$ cat src/sv/ctd_div.sv
// Pipelined restoring divider, one quotient bit per stage, with a sideband.
// The quotient must fit in Q_W bits. Uses no package.
`default_nettype none
module ctd_div #(
	parameter int DEN_W  = 32,
	parameter int Q_W    = 16,
	parameter int SIDE_W = 1
) (
	input  wire logic                   clk,
	input  wire logic                   arst_n,
	input  wire logic                   en,
	input  wire logic                   in_valid,
	input  wire logic [DEN_W+Q_W-1:0]   num,
	input  wire logic [DEN_W-1:0]       den,
	input  wire logic [SIDE_W-1:0]      side,
	output logic                        out_valid,
	output logic [Q_W-1:0]              quot,
	output logic [SIDE_W-1:0]           out_side
);

	logic [DEN_W-1:0]  rem_s  [Q_W+1];
	logic [Q_W-1:0]    low_s  [Q_W+1];
	logic [DEN_W-1:0]  den_s  [Q_W+1];
	logic [SIDE_W-1:0] side_s [Q_W+1];
	logic              v_s    [Q_W+1];

	// high part of the dividend is already below the divisor
	assign rem_s[0]  = num[DEN_W+Q_W-1:Q_W];
	assign low_s[0]  = num[Q_W-1:0];
	assign den_s[0]  = den;
	assign side_s[0] = side;
	assign v_s[0]    = in_valid;

	for (genvar k = 0; k < Q_W; k++) begin : g_step
		logic [DEN_W:0] trial;
		logic [DEN_W:0] diff;
		logic           take;

		assign trial = {rem_s[k], low_s[k][Q_W-1]};
		assign diff  = trial - {1'b0, den_s[k]};
		assign take  = trial >= {1'b0, den_s[k]};

		always_ff @(posedge clk or negedge arst_n) begin
			if (!arst_n) begin
				v_s[k+1] <= 1'b0;
			end else if (en) begin
				v_s[k+1] <= v_s[k];
			end
		end

		always_ff @(posedge clk) begin
			if (en) begin
				rem_s[k+1]  <= take ? diff[DEN_W-1:0] : trial[DEN_W-1:0];
				low_s[k+1]  <= {low_s[k][Q_W-2:0], take};
				den_s[k+1]  <= den_s[k];
				side_s[k+1] <= side_s[k];
			end
		end
	end

	assign out_valid = v_s[Q_W] & (rem_s[Q_W] < den_s[Q_W] | 1'b1);
	assign quot      = low_s[Q_W];
	assign out_side  = side_s[Q_W];

endmodule
`default_nettype wire

$ cat config.mk
export PLATFORM = sky130hd
export DESIGN_NAME = ctd_div
export DESIGN_NICKNAME = d
export VERILOG_FILES = /design/src/sv/ctd_div.sv
export SDC_FILE = /design/constraint.sdc
export NUM_CORES = 2
export LEC_CHECK = 0
export ABC_AREA = 0
export BUFFER_PORTS_ARGS = -buffer_cell sky130_fd_sc_hd__buf_2
export CORE_MARGIN = 1.5
export CORE_UTILIZATION = 69
export CTS_CLUSTER_DIAMETER = 100
export DETAILED_ROUTE_END_ITERATION = 10
export GPL_TIMING_DRIVEN = 0
export HOLD_SLACK_MARGIN = 0.12
export PLACE_DENSITY_LB_ADDON = 0.1
export SLEW_MARGIN = 15
export SYNTH_ARGS = -nofsm -noshare
export SYNTH_HDL_FRONTEND = slang
export SYNTH_SLANG_ARGS = --single-unit
$ cat constraint.sdc
create_clock -name clk -period 8.57 [get_ports clk]
set_clock_uncertainty 0.2 [all_clocks]
set_input_delay 0.4285 -clock clk [delete_from_list [all_inputs] [get_ports clk]]
set_output_delay 0.4285 -clock clk [all_outputs]
set_load 0.1 [all_outputs]
# After elaboration in Yosys (flattened, before gate mapping)
# Index checks and enable logic that the tools add are counted.
# word_totals
regBits	1248
in_bits	85
output_inout_bits	18
wordCells	124
# classes
n_addsub	15
order_cmp	16
mux	15
# ops
operator	n
$ge A33 B32 Y1	16
$mux W32	15
$sub A32 B32 Y32	15

# Logic depth before layout (Yosys ltp)
# logic_depth
ltp_word	2
depth_mapped	16

# Least setup slack after synthesis
# OpenSTA, ideal clock, no wires.
# synth_timing
path_kind	reg-to-reg
startpoint	reg rem_s, in the netlist g_step[3].trial[5]
endpoint	reg rem_s, in the netlist g_step[4].trial[23] (data pin)
setup_ns	0.262
arrival_time_ns	3.198
t_required_ns	8.108
setup_slack_ns	4.910
path_stages_with_launch	12
path_buffers	1
path_cell_list	edfxtp_1 -> ha_1 -> a221o_1 -> o31ai_2 -> o21ai_1 -> a221oi_2 -> o32ai_1 -> a31o_1 -> a311o_1 -> o21ai_4 -> buf_6 -> mux2_1
# synth_via
elab_chain_cells	2
word_cells_on_any_way	3
# synth_lines
item	line	text
start, declared	21	logic [DEN_W-1:0] rem_s [Q_W+1];
start signal, assigned by index	53	rem_s[k+1] <= take ? diff[DEN_W-1:0] : trial[DEN_W-1:0];
$sub A32 B32 Y32 or $ge A33 B32 Y1 (tied branches)	40, 41	
$mux W32 *	53	
# Every way passes the cells marked *; elsewhere a longest branch is shown, timed or not.
# A chain may end at the register's enable or synchronous reset.

# Worst setup path in the final report
# layout_timing
startpoint	reg low_s, in the netlist g_step[9].trial[0]
endpoint	reg rem_s, in the netlist g_step[10].trial[29] (data pin)
# layout_via
elab_chain_cells	2
word_cells_on_any_way	3
# layout_lines
item	line	text
start, declared	22	logic [Q_W-1:0] low_s [Q_W+1];
start signal, assigned by index	54	low_s[k+1] <= {low_s[k][Q_W-2:0], take};
$ge A33 B32 Y1	41	assign take = trial >= {1'b0, den_s[k]};
via g_step[9].take	37	logic take;
$mux W32	53	
# The timed path passes the listed nets, and every way through them passes these cells.

==> reports/results.txt <==
Status - complete, no violations
RSZ-0062 raised after global routing - no
# port buffers - 102
Fin crit share - 69.6%
CTS sink cnt - 1248
Mapped Area - 0.0694 mm²
Post-Syn Nets - 6657
CTS Buffer Depth - 3
Post-Layout Inst Area - 0.0767 mm²
Fraction of layout cells with a size suffix above 1 - 9.43%
Setup TNS - 0 ns
Vias in the first global route - 50300
FILL cells - 6070
Later-pin clock latency in the skew report - 0.75 ns
CP Class - reg -> reg
Post-synth ARST share - 1.28%
Synth Warn # - 0
Post-synthesis cell type count - 90
Post-Synthesis Cells - 6045
Die width - 320 µm
Worst EP arrival - 6.23 ns
EDFF count, synth - 1232
Slew @ Worst Pin - 1.22 ns
Worst R2R Path Depth - 14
Power Dens Cells - 378 mW/mm²
FF-to-FF End - g_step[10].trial[29]$_DFFE_PP_
Crit path launch type - flip-flop
Final Hold Fails - 0
Hold Startpoint - num[7]
DRT Pass-1 Iters - 6
Max incr delay on CP - 0.91 ns
Hold depth - 2
Area of the multi-input gates - 0.0288 mm²
Die Span Y - 320 µm
Hold/Removal Path Class - in -> reg
Overflow after GRT - 0
Post-CTS Setup Bufs - 0
Wirelength per Cell - 21.3 µm
Final min period - 5.97 ns
Min-Delay Endpoint - low_s[248]$_DFFE_PP_
Vias - 47700
Top cells by area, synth - edfxtp_1 53%, ha_1 9.2%, a21oi_1 3.9%
# rows - 116
Worst r2r src - g_step[9].trial[0]$_DFFE_PP_
Slowest cell on crit path - o21ai_1
Num ports - 103
Worst path cell trace - inv_1, ha_1, nor2b_1, o21a_1, o21ai_0, a21oi_1, o21a_1, o2111ai_1, nor3_1, a211oi_1, o21ai_1, clkbuf_1, buf_1, a21oi_1
Register Area - 0.0374 mm²
Register-to-register setup slack - 2.60 ns
Clock Pin Slew Worst Setup and Hold Paths - 0.07 ns
Total CTS buffers - 133
Leak Pwr - 31.8 nW
Die area - 0.102 mm²
CTS Root Cell - clkbuf_16
CP max FO - 10
Endpoints failing setup - 0
Placed Area - 0.0718 mm²
H-tree depth - 4
Core area - 0.0999 mm²
Placer congestion estimate - 0.991
DRT iter0 DRCs - 3263
Vias per cell - 6.13
Area Growth Syn to Fin - 10.6%
Commonest non-fill, non-tap cell in the layout - edfxtp_1
Max-cap violation count - 0
Largest area contributor in the synthesized netlist - edfxtp_1
Slew Viols, Final - 0
DP Wirelength - 122000 µm
Most frequent cells in the layout - 1232 x edfxtp_1, 632 x inv_1, 536 x a21oi_1, 512 x ha_1, 372 x nand2_1
Total Routed Length - 165000 µm
Antenna violations before repair - 3
Starting Density - 69.5%
Overall routing resource usage - 32.3%
Top FF cell, synth - edfxtp_1
Worst Path Required - 8.83 ns
Nets - 6989
FMAX - 0.168 GHz
CP Capture Type - flip-flop
Seq/Total Area, Yosys - 53.9%
Relative slew slack - 18.1%
DRC errors left - 0
Number of routed nets with antenna violations - 0
Peak supply drop - 0.211 mV
Mean Syn Cell Area - 11.5 µm²
Synth top area share - 53.3%
Pin count of the biggest net entering global routing - 165
CTS tree - built
Seq cells post-synth - 1248
First-pass GRT wire length - 256000 µm
-- worst max-delay path: cells and delay by family (launching register included) --
kind | cells | cell delay (ns)
buffers and inverters | 3 | 1.52
DFF | 1 | 0.66
and+or+nand+nor | 2 | 0.60
adders and majority gates | 1 | 0.24
AOI/OAI and AO/OA | 8 | 2.43
-- state kept, by name (all words and copies together), names as in the netlist --
name / cells
den_s: 480
v_s: 15
low_s: 225
side_s: 15
g_step.trial: 495
out_valid: 1
quot: 16
out_side: 1
-- Yosys cell counts (17+ instances only) --
| master | count |
|---|---|
| a21o_1 | 264 |
| o21ai_0 | 361 |
| buf_2 | 28 |
| o211ai_1 | 17 |
| nor4_1 | 20 |
| and2_1 | 23 |
| mux2_2 | 180 |
| ha_1 | 512 |
| buf_4 | 18 |
| xnor2_1 | 256 |
| o31ai_1 | 37 |
| nand4_1 | 83 |
| clkbuf_1 | 103 |
| nand3_1 | 95 |
| nand2b_1 | 72 |
| a211oi_1 | 43 |
| edfxtp_1 | 1232 |
| nand2_1 | 372 |
| xor2_1 | 160 |
| nor3_1 | 61 |
| o21bai_1 | 44 |
| nor2_1 | 318 |
| a31oi_1 | 51 |
| inv_1 | 632 |
| nor2b_1 | 94 |
| and3_1 | 43 |
| o21a_1 | 49 |
| mux2_4 | 27 |
| a21oi_1 | 536 |
-- per-stage QoR --
stage	util [%]	setup WS (ns)	cells	power (W)	hold slack (ns)
final	76.8	2.60	7783	0.0290	0.178
after global routing	76.8	2.41	7782	0.0307	0.168
after CTS	76.8	2.58	7780	0.0289	0.143
after detailed placement	71.9	2.68	7453	0.0232	0.156
after global placement	71.6	-11.26	7445	0.0230	0.144
after floorplan	-	4.91	6045	0.0197	-0.0671
-- worst max-delay path by stage --
stage	from	endpoint	slack [ns]	depth (start not counted)
6_report	g_step[9].trial[0]$_DFFE_PP_	g_step[10].trial[29]$_DFFE_PP_	2.60	14
5_1_grt	g_step[9].trial[0]$_DFFE_PP_	g_step[10].trial[29]$_DFFE_PP_	2.41	14
4_1_cts	g_step[9].trial[0]$_DFFE_PP_	g_step[10].trial[29]$_DFFE_PP_	2.58	14
3_5_place_dp	g_step[9].trial[0]$_DFFE_PP_	g_step[10].trial[29]$_DFFE_PP_	2.68	14
3_3_place_gp	en	den_s[64]$_DFFE_PP_	-11.26	1
2_1_floorplan	g_step[3].trial[5]$_DFFE_PP_	g_step[4].trial[23]$_DFFE_PP_	4.91	11
-- cell families (layout without fill, tap and decap cells) --
group                    count (synthesis)  after routing  share of synthesized area (%)
XOR/XNOR                               416            416                           5.25
other                                    0              3                              0
AND/OR/NAND/NOR                       1252           1252                           8.66
multiplexers                           227            227                           3.80
flip-flops                            1248           1248                           53.9
AO/OA/AOI/OAI                         1578           1578                           14.2
buffers and inverters                  797           1234                           4.56
adder cells (fa/ha/maj)                527            527                           9.67
-- report_power, final --
group / total [W] / leakage, nW / internal, W / switching, W
logic: 0.0138 / 17.6 / 0.00580 / 0.00800
clock network: 0.00544 / 2.00 / 0.00308 / 0.00236
registers: 0.00980 / 12.2 / 0.00900 / 0.000798
total: 0.0290 / 31.8 / 0.0179 / 0.0112
-- final cells by class --
class	count	share of cell area [%]
Buffer	165	1.03
Antenna cell	3	0.00978
Clock inverter	71	0.673
Tap cell	1298	2.12
Inverter	632	3.09
Timing Repair Buffer	197	2.11
Multi-Input combinational cell	4000	37.6
Clock buffer	169	4.65
Sequential cell	1248	48.7
-- metal layers --
layer / wire, µm / track usage [%] / vias up
li1: - / - / 22800
met1: 50800 / 26.9 / 22600
met2: 92100 / 64.3 / 1624
met3: 5580 / 4.05 / 667
met4: 17000 / 29.8 / 0
met5: 0 / 0 / -
-- repair_timing --
action,CTS,global route
endpoints found under the hold margin,246,0
hold buffers,87,0
resized for setup,0,0
(Power assumes the default switching activity.)
