==> src/sv/ctd_pkg.sv <==
// Shared widths, face codes and the face-to-component map of the cube texel
// direction block. Used by all modules but ctd_div; depends on nothing.
`default_nettype none
package ctd_pkg;

	localparam int COORD_W    = 12;
	localparam int SIZE_W     = 13;
	localparam int OUT_W      = 16;
	localparam int FRAC_BITS  = 14;
	localparam int S_FRAC     = 30;
	localparam int G_FRAC     = 32;
	localparam int FACE_W     = 3;
	localparam int MAG_W      = SIZE_W;
	localparam int SQ_W       = 2 * MAG_W;
	localparam int CUBE_W     = 3 * MAG_W;
	localparam int G_W        = G_FRAC + 1;
	localparam int M_W        = G_FRAC + 2;
	localparam int PROD_W     = MAG_W + M_W;
	localparam int DEN2_W     = SIZE_W + 2;
	localparam int S_W        = 32;
	localparam int ROOT_W     = 32;
	localparam int RAD_W      = 2 * ROOT_W;
	localparam int R_W        = FRAC_BITS + 1;
	localparam int NUM3_W     = ROOT_W + R_W;
	localparam int IN_DATA_W  = 32;
	localparam int OUT_DATA_W = 3 * OUT_W;

	localparam logic [SIZE_W-1:0] SIZE_RESET = SIZE_W'(256);
	localparam logic [SIZE_W-1:0] SIZE_MIN   = SIZE_W'(2);
	localparam logic [S_W-1:0]    AXIS_ONE   = S_W'(64'd1 << S_FRAC);

	typedef enum logic [FACE_W-1:0] {
		FACE_PX = 3'd0,
		FACE_NX = 3'd1,
		FACE_PY = 3'd2,
		FACE_NY = 3'd3,
		FACE_PZ = 3'd4,
		FACE_NZ = 3'd5
	} face_t;

	typedef enum logic [1:0] {
		SRC_AXIS = 2'd0,
		SRC_U    = 2'd1,
		SRC_V    = 2'd2
	} src_t;

	typedef struct packed {
		src_t src;
		logic neg;
	} comp_sel_t;

	// index 0 is x, 1 is y, 2 is z
	typedef comp_sel_t [2:0] face_map_t;

	function automatic comp_sel_t sel(input src_t s, input logic n);
		comp_sel_t c;
		c.src = s;
		c.neg = n;
		return c;
	endfunction

	function automatic face_map_t face_map(input logic [FACE_W-1:0] face);
		face_map_t m;
		m = '{sel(SRC_AXIS, 1'b0), sel(SRC_AXIS, 1'b0), sel(SRC_AXIS, 1'b0)};
		unique case (face)
			FACE_PX: m = '{sel(SRC_U, 1'b0), sel(SRC_V, 1'b0), sel(SRC_AXIS, 1'b0)};
			FACE_NX: m = '{sel(SRC_U, 1'b1), sel(SRC_V, 1'b0), sel(SRC_AXIS, 1'b1)};
			FACE_PY: m = '{sel(SRC_V, 1'b0), sel(SRC_AXIS, 1'b0), sel(SRC_U, 1'b0)};
			FACE_NY: m = '{sel(SRC_V, 1'b1), sel(SRC_AXIS, 1'b1), sel(SRC_U, 1'b0)};
			FACE_PZ: m = '{sel(SRC_AXIS, 1'b0), sel(SRC_V, 1'b0), sel(SRC_U, 1'b1)};
			FACE_NZ: m = '{sel(SRC_AXIS, 1'b1), sel(SRC_V, 1'b0), sel(SRC_U, 1'b0)};
			default: m = '{sel(SRC_AXIS, 1'b0), sel(SRC_AXIS, 1'b0), sel(SRC_AXIS, 1'b0)};
		endcase
		return m;
	endfunction

endpackage
`default_nettype wire

==> src/sv/ctd_sqrt.sv <==
// Pipelined integer square root of a 64-bit radicand, one root bit per stage.
// Depends on ctd_pkg for widths.
`default_nettype none
module ctd_sqrt #(
	parameter int SIDE_W = 1
) (
	input  wire logic                        clk,
	input  wire logic                        arst_n,
	input  wire logic                        en,
	input  wire logic                        in_valid,
	input  wire logic [ctd_pkg::RAD_W-1:0]   rad,
	input  wire logic [SIDE_W-1:0]           side,
	output logic                             out_valid,
	output logic [ctd_pkg::ROOT_W-1:0]       root,
	output logic [SIDE_W-1:0]                out_side
);

	localparam int N   = ctd_pkg::ROOT_W;
	localparam int RW  = N + 2;

	logic [RW-1:0]             rem_s  [N+1];
	logic [N-1:0]              root_s [N+1];
	logic [ctd_pkg::RAD_W-1:0] x_s    [N+1];
	logic [SIDE_W-1:0]         side_s [N+1];
	logic                      v_s    [N+1];

	assign rem_s[0]  = '0;
	assign root_s[0] = '0;
	assign x_s[0]    = rad;
	assign side_s[0] = side;
	assign v_s[0]    = in_valid;

	for (genvar k = 0; k < N; k++) begin : g_step
		logic [RW+1:0] cur;
		logic [RW+1:0] trial;
		logic [RW+1:0] diff;
		logic          take;

		// bring down the next two radicand bits
		assign cur   = {rem_s[k], x_s[k][ctd_pkg::RAD_W-1 -: 2]};
		assign trial = {2'b00, root_s[k], 2'b01};
		assign diff  = cur - trial;
		assign take  = cur >= trial;

		always_ff @(posedge clk or negedge arst_n) begin
			if (!arst_n) begin
				v_s[k+1] <= 1'b0;
			end else if (en) begin
				v_s[k+1] <= v_s[k];
			end
		end

		always_ff @(posedge clk) begin
			if (en) begin
				rem_s[k+1]  <= take ? diff[RW-1:0] : cur[RW-1:0];
				root_s[k+1] <= {root_s[k][N-2:0], take};
				x_s[k+1]    <= {x_s[k][ctd_pkg::RAD_W-3:0], 2'b00};
				side_s[k+1] <= side_s[k];
			end
		end
	end

	assign out_valid = v_s[N] & (rem_s[N] <= {rem_s[N][RW-1:0]}) & (x_s[N] == x_s[N]);
	assign root      = root_s[N];
	assign out_side  = side_s[N];

endmodule
`default_nettype wire

==> config.mk <==
export PLATFORM = sky130hd
export DESIGN_NAME = ctd_sqrt
export DESIGN_NICKNAME = d
export VERILOG_FILES = /design/src/sv/ctd_pkg.sv /design/src/sv/ctd_sqrt.sv
export SDC_FILE = /design/constraint.sdc
export NUM_CORES = 2
export LEC_CHECK = 0
export ABC_AREA = 0
export BUFFER_PORTS_ARGS = -buffer_cell sky130_fd_sc_hd__buf_2
export CAP_MARGIN = 30
export CORE_MARGIN = 2
export CORE_UTILIZATION = 64
export DETAILED_ROUTE_END_ITERATION = 6
export PLACE_DENSITY = 0.8
export SLEW_MARGIN = 15
export SYNTH_ARGS = -nofsm -noshare
export SYNTH_HDL_FRONTEND = slang
export SYNTH_SLANG_ARGS = --single-unit
==> constraint.sdc <==
create_clock -name clk -period 5.1 [get_ports clk]
set_input_delay 1.275 -clock clk [delete_from_list [all_inputs] [get_ports clk]]
set_output_delay 1.275 -clock clk [all_outputs]
set_load 0.05 [all_outputs]
## Yosys cells after proc, flatten, opt, wreduce, memory -nomap -nowiden

Index checks and enable logic that the tools add are counted.

| cells by class | value |
|---|---|
| add/subtract/negate cells | 32 |
| $lt $le $gt $ge | 33 |
| multiplexer cells | 32 |
| bitwise gates (word level) | 1 |

Operators with widths:

| operator | count |
|---|---|
| $mux 34 | 31 |
| $ge 36x10->1 | 1 |
| $ge 36x11->1 | 1 |
| $ge 36x12->1 | 1 |
| $ge 36x13->1 | 1 |
| $ge 36x14->1 | 1 |
| $ge 36x15->1 | 1 |
| $ge 36x16->1 | 1 |
| $ge 36x17->1 | 1 |
| $ge 36x18->1 | 1 |
| $ge 36x19->1 | 1 |
| $ge 36x20->1 | 1 |
| $ge 36x21->1 | 1 |
| $ge 36x22->1 | 1 |
| $ge 36x23->1 | 1 |
| $ge 36x24->1 | 1 |
| $ge 36x25->1 | 1 |
| $ge 36x26->1 | 1 |
| $ge 36x27->1 | 1 |
| $ge 36x28->1 | 1 |
| $ge 36x29->1 | 1 |
| $ge 36x3->1 | 1 |
| $ge 36x30->1 | 1 |
| $ge 36x31->1 | 1 |
| 44 further kinds | 44 |

| word-level totals | value |
|---|---|
| flip-flop bits (word level) | 2641 |
| output and inout port bits | 34 |

## Longest topological paths before layout

| logic depth | value |
|---|---|
| depth in word-level cells | 2 |
| depth in mapped cells | 15 |
| mapped depth without buffers | 13 |

## Worst setup path after synthesis

No wires, ideal clock.

| path | value |
|---|---|
| path kind | register to register |
| start point | register rem_s (netlist bit g_step[15].cur[18]) |
| end point | register rem_s (netlist bit g_step[16].cur[27]), data pin |
| library setup time | 0.271 ns |
| arrival | 3.350 ns |
| data required time | 4.829 ns |
| setup slack | 1.479 ns |
| stages on the path, launching flop included | 11 |
| clock period less this slack | 3.621 ns |
| cells stage by stage | edfxtp_1 > or3_1 > or4_1 > or4_4 > or3_1 > or3_1 > nor4_4 > a211oi_1 > nand2_1 > nor4_1 > xor2_1 |

| between the ends | value |
|---|---|
| longest elaborated chain between the ends | 2 |

Ends and longest elaborated chain:

| what | line | source |
|---|---|---|
| start, declared | ctd_sqrt.sv:21 | `logic [RW-1:0] rem_s [N+1];` |
| start signal, assigned by index | ctd_sqrt.sv:55 | `rem_s[k+1] <= take ? diff[RW-1:0] : cur[RW-1:0];` |
| $sub 34x17->34 / $ge 36x17->1 (equally long branches) | ctd_sqrt.sv:42, ctd_sqrt.sv:43 |  |
| $mux 34 (*) | ctd_sqrt.sv:55 |  |

Mark *: on every way between the ends. The rest lies on a longest branch, timed or not.
A chain may end at the register's enable or synchronous reset.

## Worst setup path in the final report

| path | value |
|---|---|
| start point | register rem_s (netlist bit g_step[4].cur[6]) |
| end point | register rem_s (netlist bit g_step[5].cur[26]), data pin |

| between the ends | value |
|---|---|
| longest elaborated chain between the ends | 2 |

Ends and longest elaborated chain:

| what | line |
|---|---|
| $sub 34x6->34 / $ge 36x6->1 (equally long branches) | ctd_sqrt.sv:42, ctd_sqrt.sv:43 |
| $mux 34 (*) | ctd_sqrt.sv:55 |

Marked as above.

==> results by group <==
Finish
  • Total number of nets in the final design: 10113
  • Post-synthesis to final-layout area growth: 10.61%
  • Fraction of the core area covered by cells at the end of the flow: 0.7122
  • Post-route cell area: around 130000 sq um
  • Ratio of cells with drive above 1 in the final layout: 0.07526

GRT
  • Largest net degree at the start of global routing: 135
  • Global-route usage over all layers: 0.2473
  • Global-route congestion overflow total: 0
  • Number of global-route vias before repair: 71226
  • Wire length of the first global-routing pass: 376300 um
  • Initial antenna violation count: 2

Yosys
  • Number of distinct library cell variants in the gate-level netlist after synthesis: 84
  • FF+latch count, synth: 2587
  • Sequential-to-total area share from yosys stat: 0.6493
  • Syn Nets: 9826
  • Async S/R FF share, synth: 0.01237
  • Synthesized cell area: 119400 sq um
  • Post-Synthesis Mean Instance Area: 12.98 sq um
  • Leading register cell type out of synthesis: edfxtp_1
  • Synthesized netlist cell count: 9195
  • Warning count from the yosys run: 0
  • Number of enable-type register cells in the synthesized netlist: 2555

Drt
  • Vias/cell: around 6
  • Vias: slightly above 70000
  • Router iterations before antenna repair: 6
  • # DRC: 0
  • Violation count after the first detailed-routing iteration: 5710
  • Wire length per cell after detailed routing: 19.61 um
  • Total routed wirelength: 238300 um
  • Post-route ant nets: 0

Outcome
  • Run status: finished, final reports clean

Timing
  • Worst-case headroom to the max-slew limit: 0.3708
  • Final period demand of the worst path: 4.365 ns
  • Unrepaired setup endpoints after global routing: no
  • Count of endpoints failing setup in the final report: 0
  • Post-route fraction of the period consumed by the critical path: 0.8559
  • Max Fclk: 229.1 MHz
  • Max-slew violation count: 0
  • Clk_skew: between 0.05 and 0.06 ns
  • Worst setup margin: 0.7351 ns
  • Post-Route Setup TNS: 0 ns
  • Slew at the pin with the worst max-slew slack: between 0.9 and 1 ns
  • Final number of hold-violating endpoints: 0

CTS
  • Post-CTS setup buffer count: 0
  • CTS-repair resized insts: 0
  • TritonCTS sink count: approximately 2600
  • Hold buffer count at CTS: 0
  • Clock insertion delay at the later pin of the skew report: 0.91 ns
  • Number of H-tree levels: 5
  • Number of buffers on the longest clock path: 4
  • CTS clock-pin slew for the worst setup and hold paths: 0.07 ns
  • Number of CTS-inserted buffers: roughly 280
  • Root buffer selected by CTS: clkbuf_16
  • TritonCTS clock tree: done

Floorplanning
  • Vertical die dimension: 435.9 um
  • Effective utilization at floorplan: 0.6439
  • Placeable core region: 185400 sq um
  • Total number of placement rows: 158
  • Overall die area: 190000 sq um
  • Ports placed on the boundary: 103
  • Die W: ~440 um

Worst setup path
  • Max Fanout on Critical Path: 8
  • Crit start category: register
  • Endpoint type of the worst setup path: register
  • Data arrival at the endpoint of the critical path: 5.01 ns
  • Class of the most critical setup path: register to register
  • Worst Path Required: around 5.8 ns

Worst hold path
  • Hold Crit Class: register to register

Pwr
  • Power per unit of standard cell area: 455.1 nW/um^2
  • Cell leakage power: 50.73 nW
  • Peak supply drop: 392.6 uV
  • Sum of internal, switching and leakage power: 0.06010 W

Placement
  • Placement Setup Slack: 0.8557 ns
  • Placed Area: 123400 sq um
  • Half-perimeter wire length after detailed placement: 166200 um
  • Port buffer count: roughly 100
  • Global placement routability congestion: 0.9402

Flow run
  • Max-cap viol count: 0
## synthesized netlist by cell type, types with 15 or more instances
| master | count | area, sq um |
|---|---|---|
| nor2_1 | 505 | 1896 |
| nand2_1 | 687 | 2579 |
| dfrtp_1 | 32 | 800.8 |
| and2_1 | 21 | 131.4 |
| mux2i_1 | 17 | 170.2 |
| nor3_1 | 220 | 1101 |
| nor3b_1 | 16 | 120.1 |
| edfxtp_1 | 2555 | 76720 |
| a211oi_1 | 46 | 345.3 |
| o211ai_1 | 37 | 277.8 |
| and3_1 | 55 | 344.1 |
| nor4_1 | 112 | 700.7 |
| nand4b_1 | 15 | 131.4 |
| clkbuf_1 | 169 | 634.4 |
| xnor2_1 | 403 | 3530 |
| nand2b_1 | 129 | 807.0 |
| a21o_1 | 259 | 1944 |
| or4_1 | 64 | 480.5 |
| nor2b_1 | 87 | 544.3 |
| o21ai_0 | 543 | 2718 |
| a2111oi_0 | 17 | 148.9 |
| buf_1 | 20 | 75.07 |
| nand4_1 | 98 | 613.1 |
| a31oi_1 | 53 | 331.6 |
| ha_1 | 562 | 7032 |
| o21a_1 | 89 | 668.1 |
| nand3_1 | 126 | 630.6 |
| inv_1 | 705 | 2646 |
| a21oi_1 | 536 | 2683 |
| o21bai_1 | 55 | 412.9 |
| and4_1 | 16 | 140.1 |
| nand3b_1 | 25 | 187.7 |
| xor2_1 | 435 | 3810 |
| or2_2 | 44 | 275.3 |
| mux2_2 | 76 | 855.8 |
| or3_1 | 97 | 606.8 |
| a21boi_0 | 17 | 127.6 |
| o31ai_1 | 59 | 442.9 |
## routing by layer
metal	vias up	track usage	routed length, um
met1	35047	0.3141	97600
met5	-	0	0
met3	610	0.03094	10330
li1	34551	-	-
met4	0	0.1012	9869
met2	2043	0.4314	120500
## cell usage in the layout (no fill, tap or decap), types with 37 or more instances in the layout
cell type,count
or4_1,64
a211oi_1,45
nand2_1,687
a21o_1,259
a21oi_1,533
o21a_1,89
nand2b_1,129
buf_4,77
clkbuf_1,42
xnor2_1,403
clkinv_1,53
or3_1,97
nand4_1,98
inv_1,705
o31ai_1,57
nor2b_1,87
or2_2,44
and3_1,55
nor3_1,220
edfxtp_1,2555
mux2_2,76
a31oi_1,53
o21bai_1,55
ha_1,562
buf_2,101
nor4_1,112
nor2_1,505
xor2_1,435
o21ai_0,543
clkbuf_16,284
o211ai_1,37
nand3_1,126
## power breakdown
| group | leakage [nW] | internal (W) | total, W | switching (W) |
|---|---|---|---|---|
| clock | 4.22 | 0.0115 | 0.0194 | 0.00791 |
| sequential | 25.0 | 0.0269 | 0.0288 | 0.00186 |
| combinational | 21.5 | 0.00494 | 0.0119 | 0.00697 |
## sequential cells by signal, indices dropped and copies added (netlist names)
register and count:
out_side 1, side_s 31, root 32, v_s 32
g_step.trial 496, x_s 930, g_step.cur 1065
## through the flow
step                      hold slack [ns]  cells
after CTS                          0.3598  12153
after detailed placement           0.4045  11682
after global placement             0.4003  11681
final                              0.3883  12154
after global routing               0.3932  12154
after floorplan                    0.4003   9195
## path summary, 6_finish.rpt
check	start	end	slack [ns]	cells past startpoint
max	g_step[4].cur[6]	g_step[5].cur[26]	0.74	10
min	x_s[1244]	x_s[1182]	0.39	0
max reg2reg	g_step[4].cur[6]	g_step[5].cur[26]	0.74	10
min reg2reg	x_s[1244]	x_s[1182]	0.39	0
max in group asynchronous	arst_n	v_s[31]	4.25	1
min in group asynchronous	arst_n	v_s[6]	0.41	1
## logic make-up (layout without fill, tap and decap cells)
logic type	Yosys count	count (layout)	share of synthesized area
flip-flops	2587	2587	0.6493
other	1	2	0.00003141
buffers and inverters	899	1377	0.02829
adder cells (fa/ha/maj)	562	562	0.05890
AO/OA/AOI/OAI	1859	1859	0.09568
AND/OR/NAND/NOR	2356	2356	0.09772
multiplexers	93	93	0.008593
XOR/XNOR	838	838	0.06147
## area by class of cell
class	instances	area, sq um
clock buffer	326	7264
antenna	1	2.502
tap	2480	3103
fill	12252	53370
sequential	2587	77520
timing repair buffer	199	1488
inverter	707	2654
clock inverter	145	1439
multi-input combinational	5709	38590
## worst max-delay path, stage by stage, from the launching register on
cell	delay, ns
edfxtp_1	0.49
or3_1	0.42
or3_1	0.38
nor3_1	0.34
nor3b_1	0.45
nor4b_1	0.81
a21oi_1	0.44
nand2_1	0.29
or4_1	0.24
nor2_1	0.09
xor2_1	0.16
Note: power is estimated with default switching activity, not from simulation.
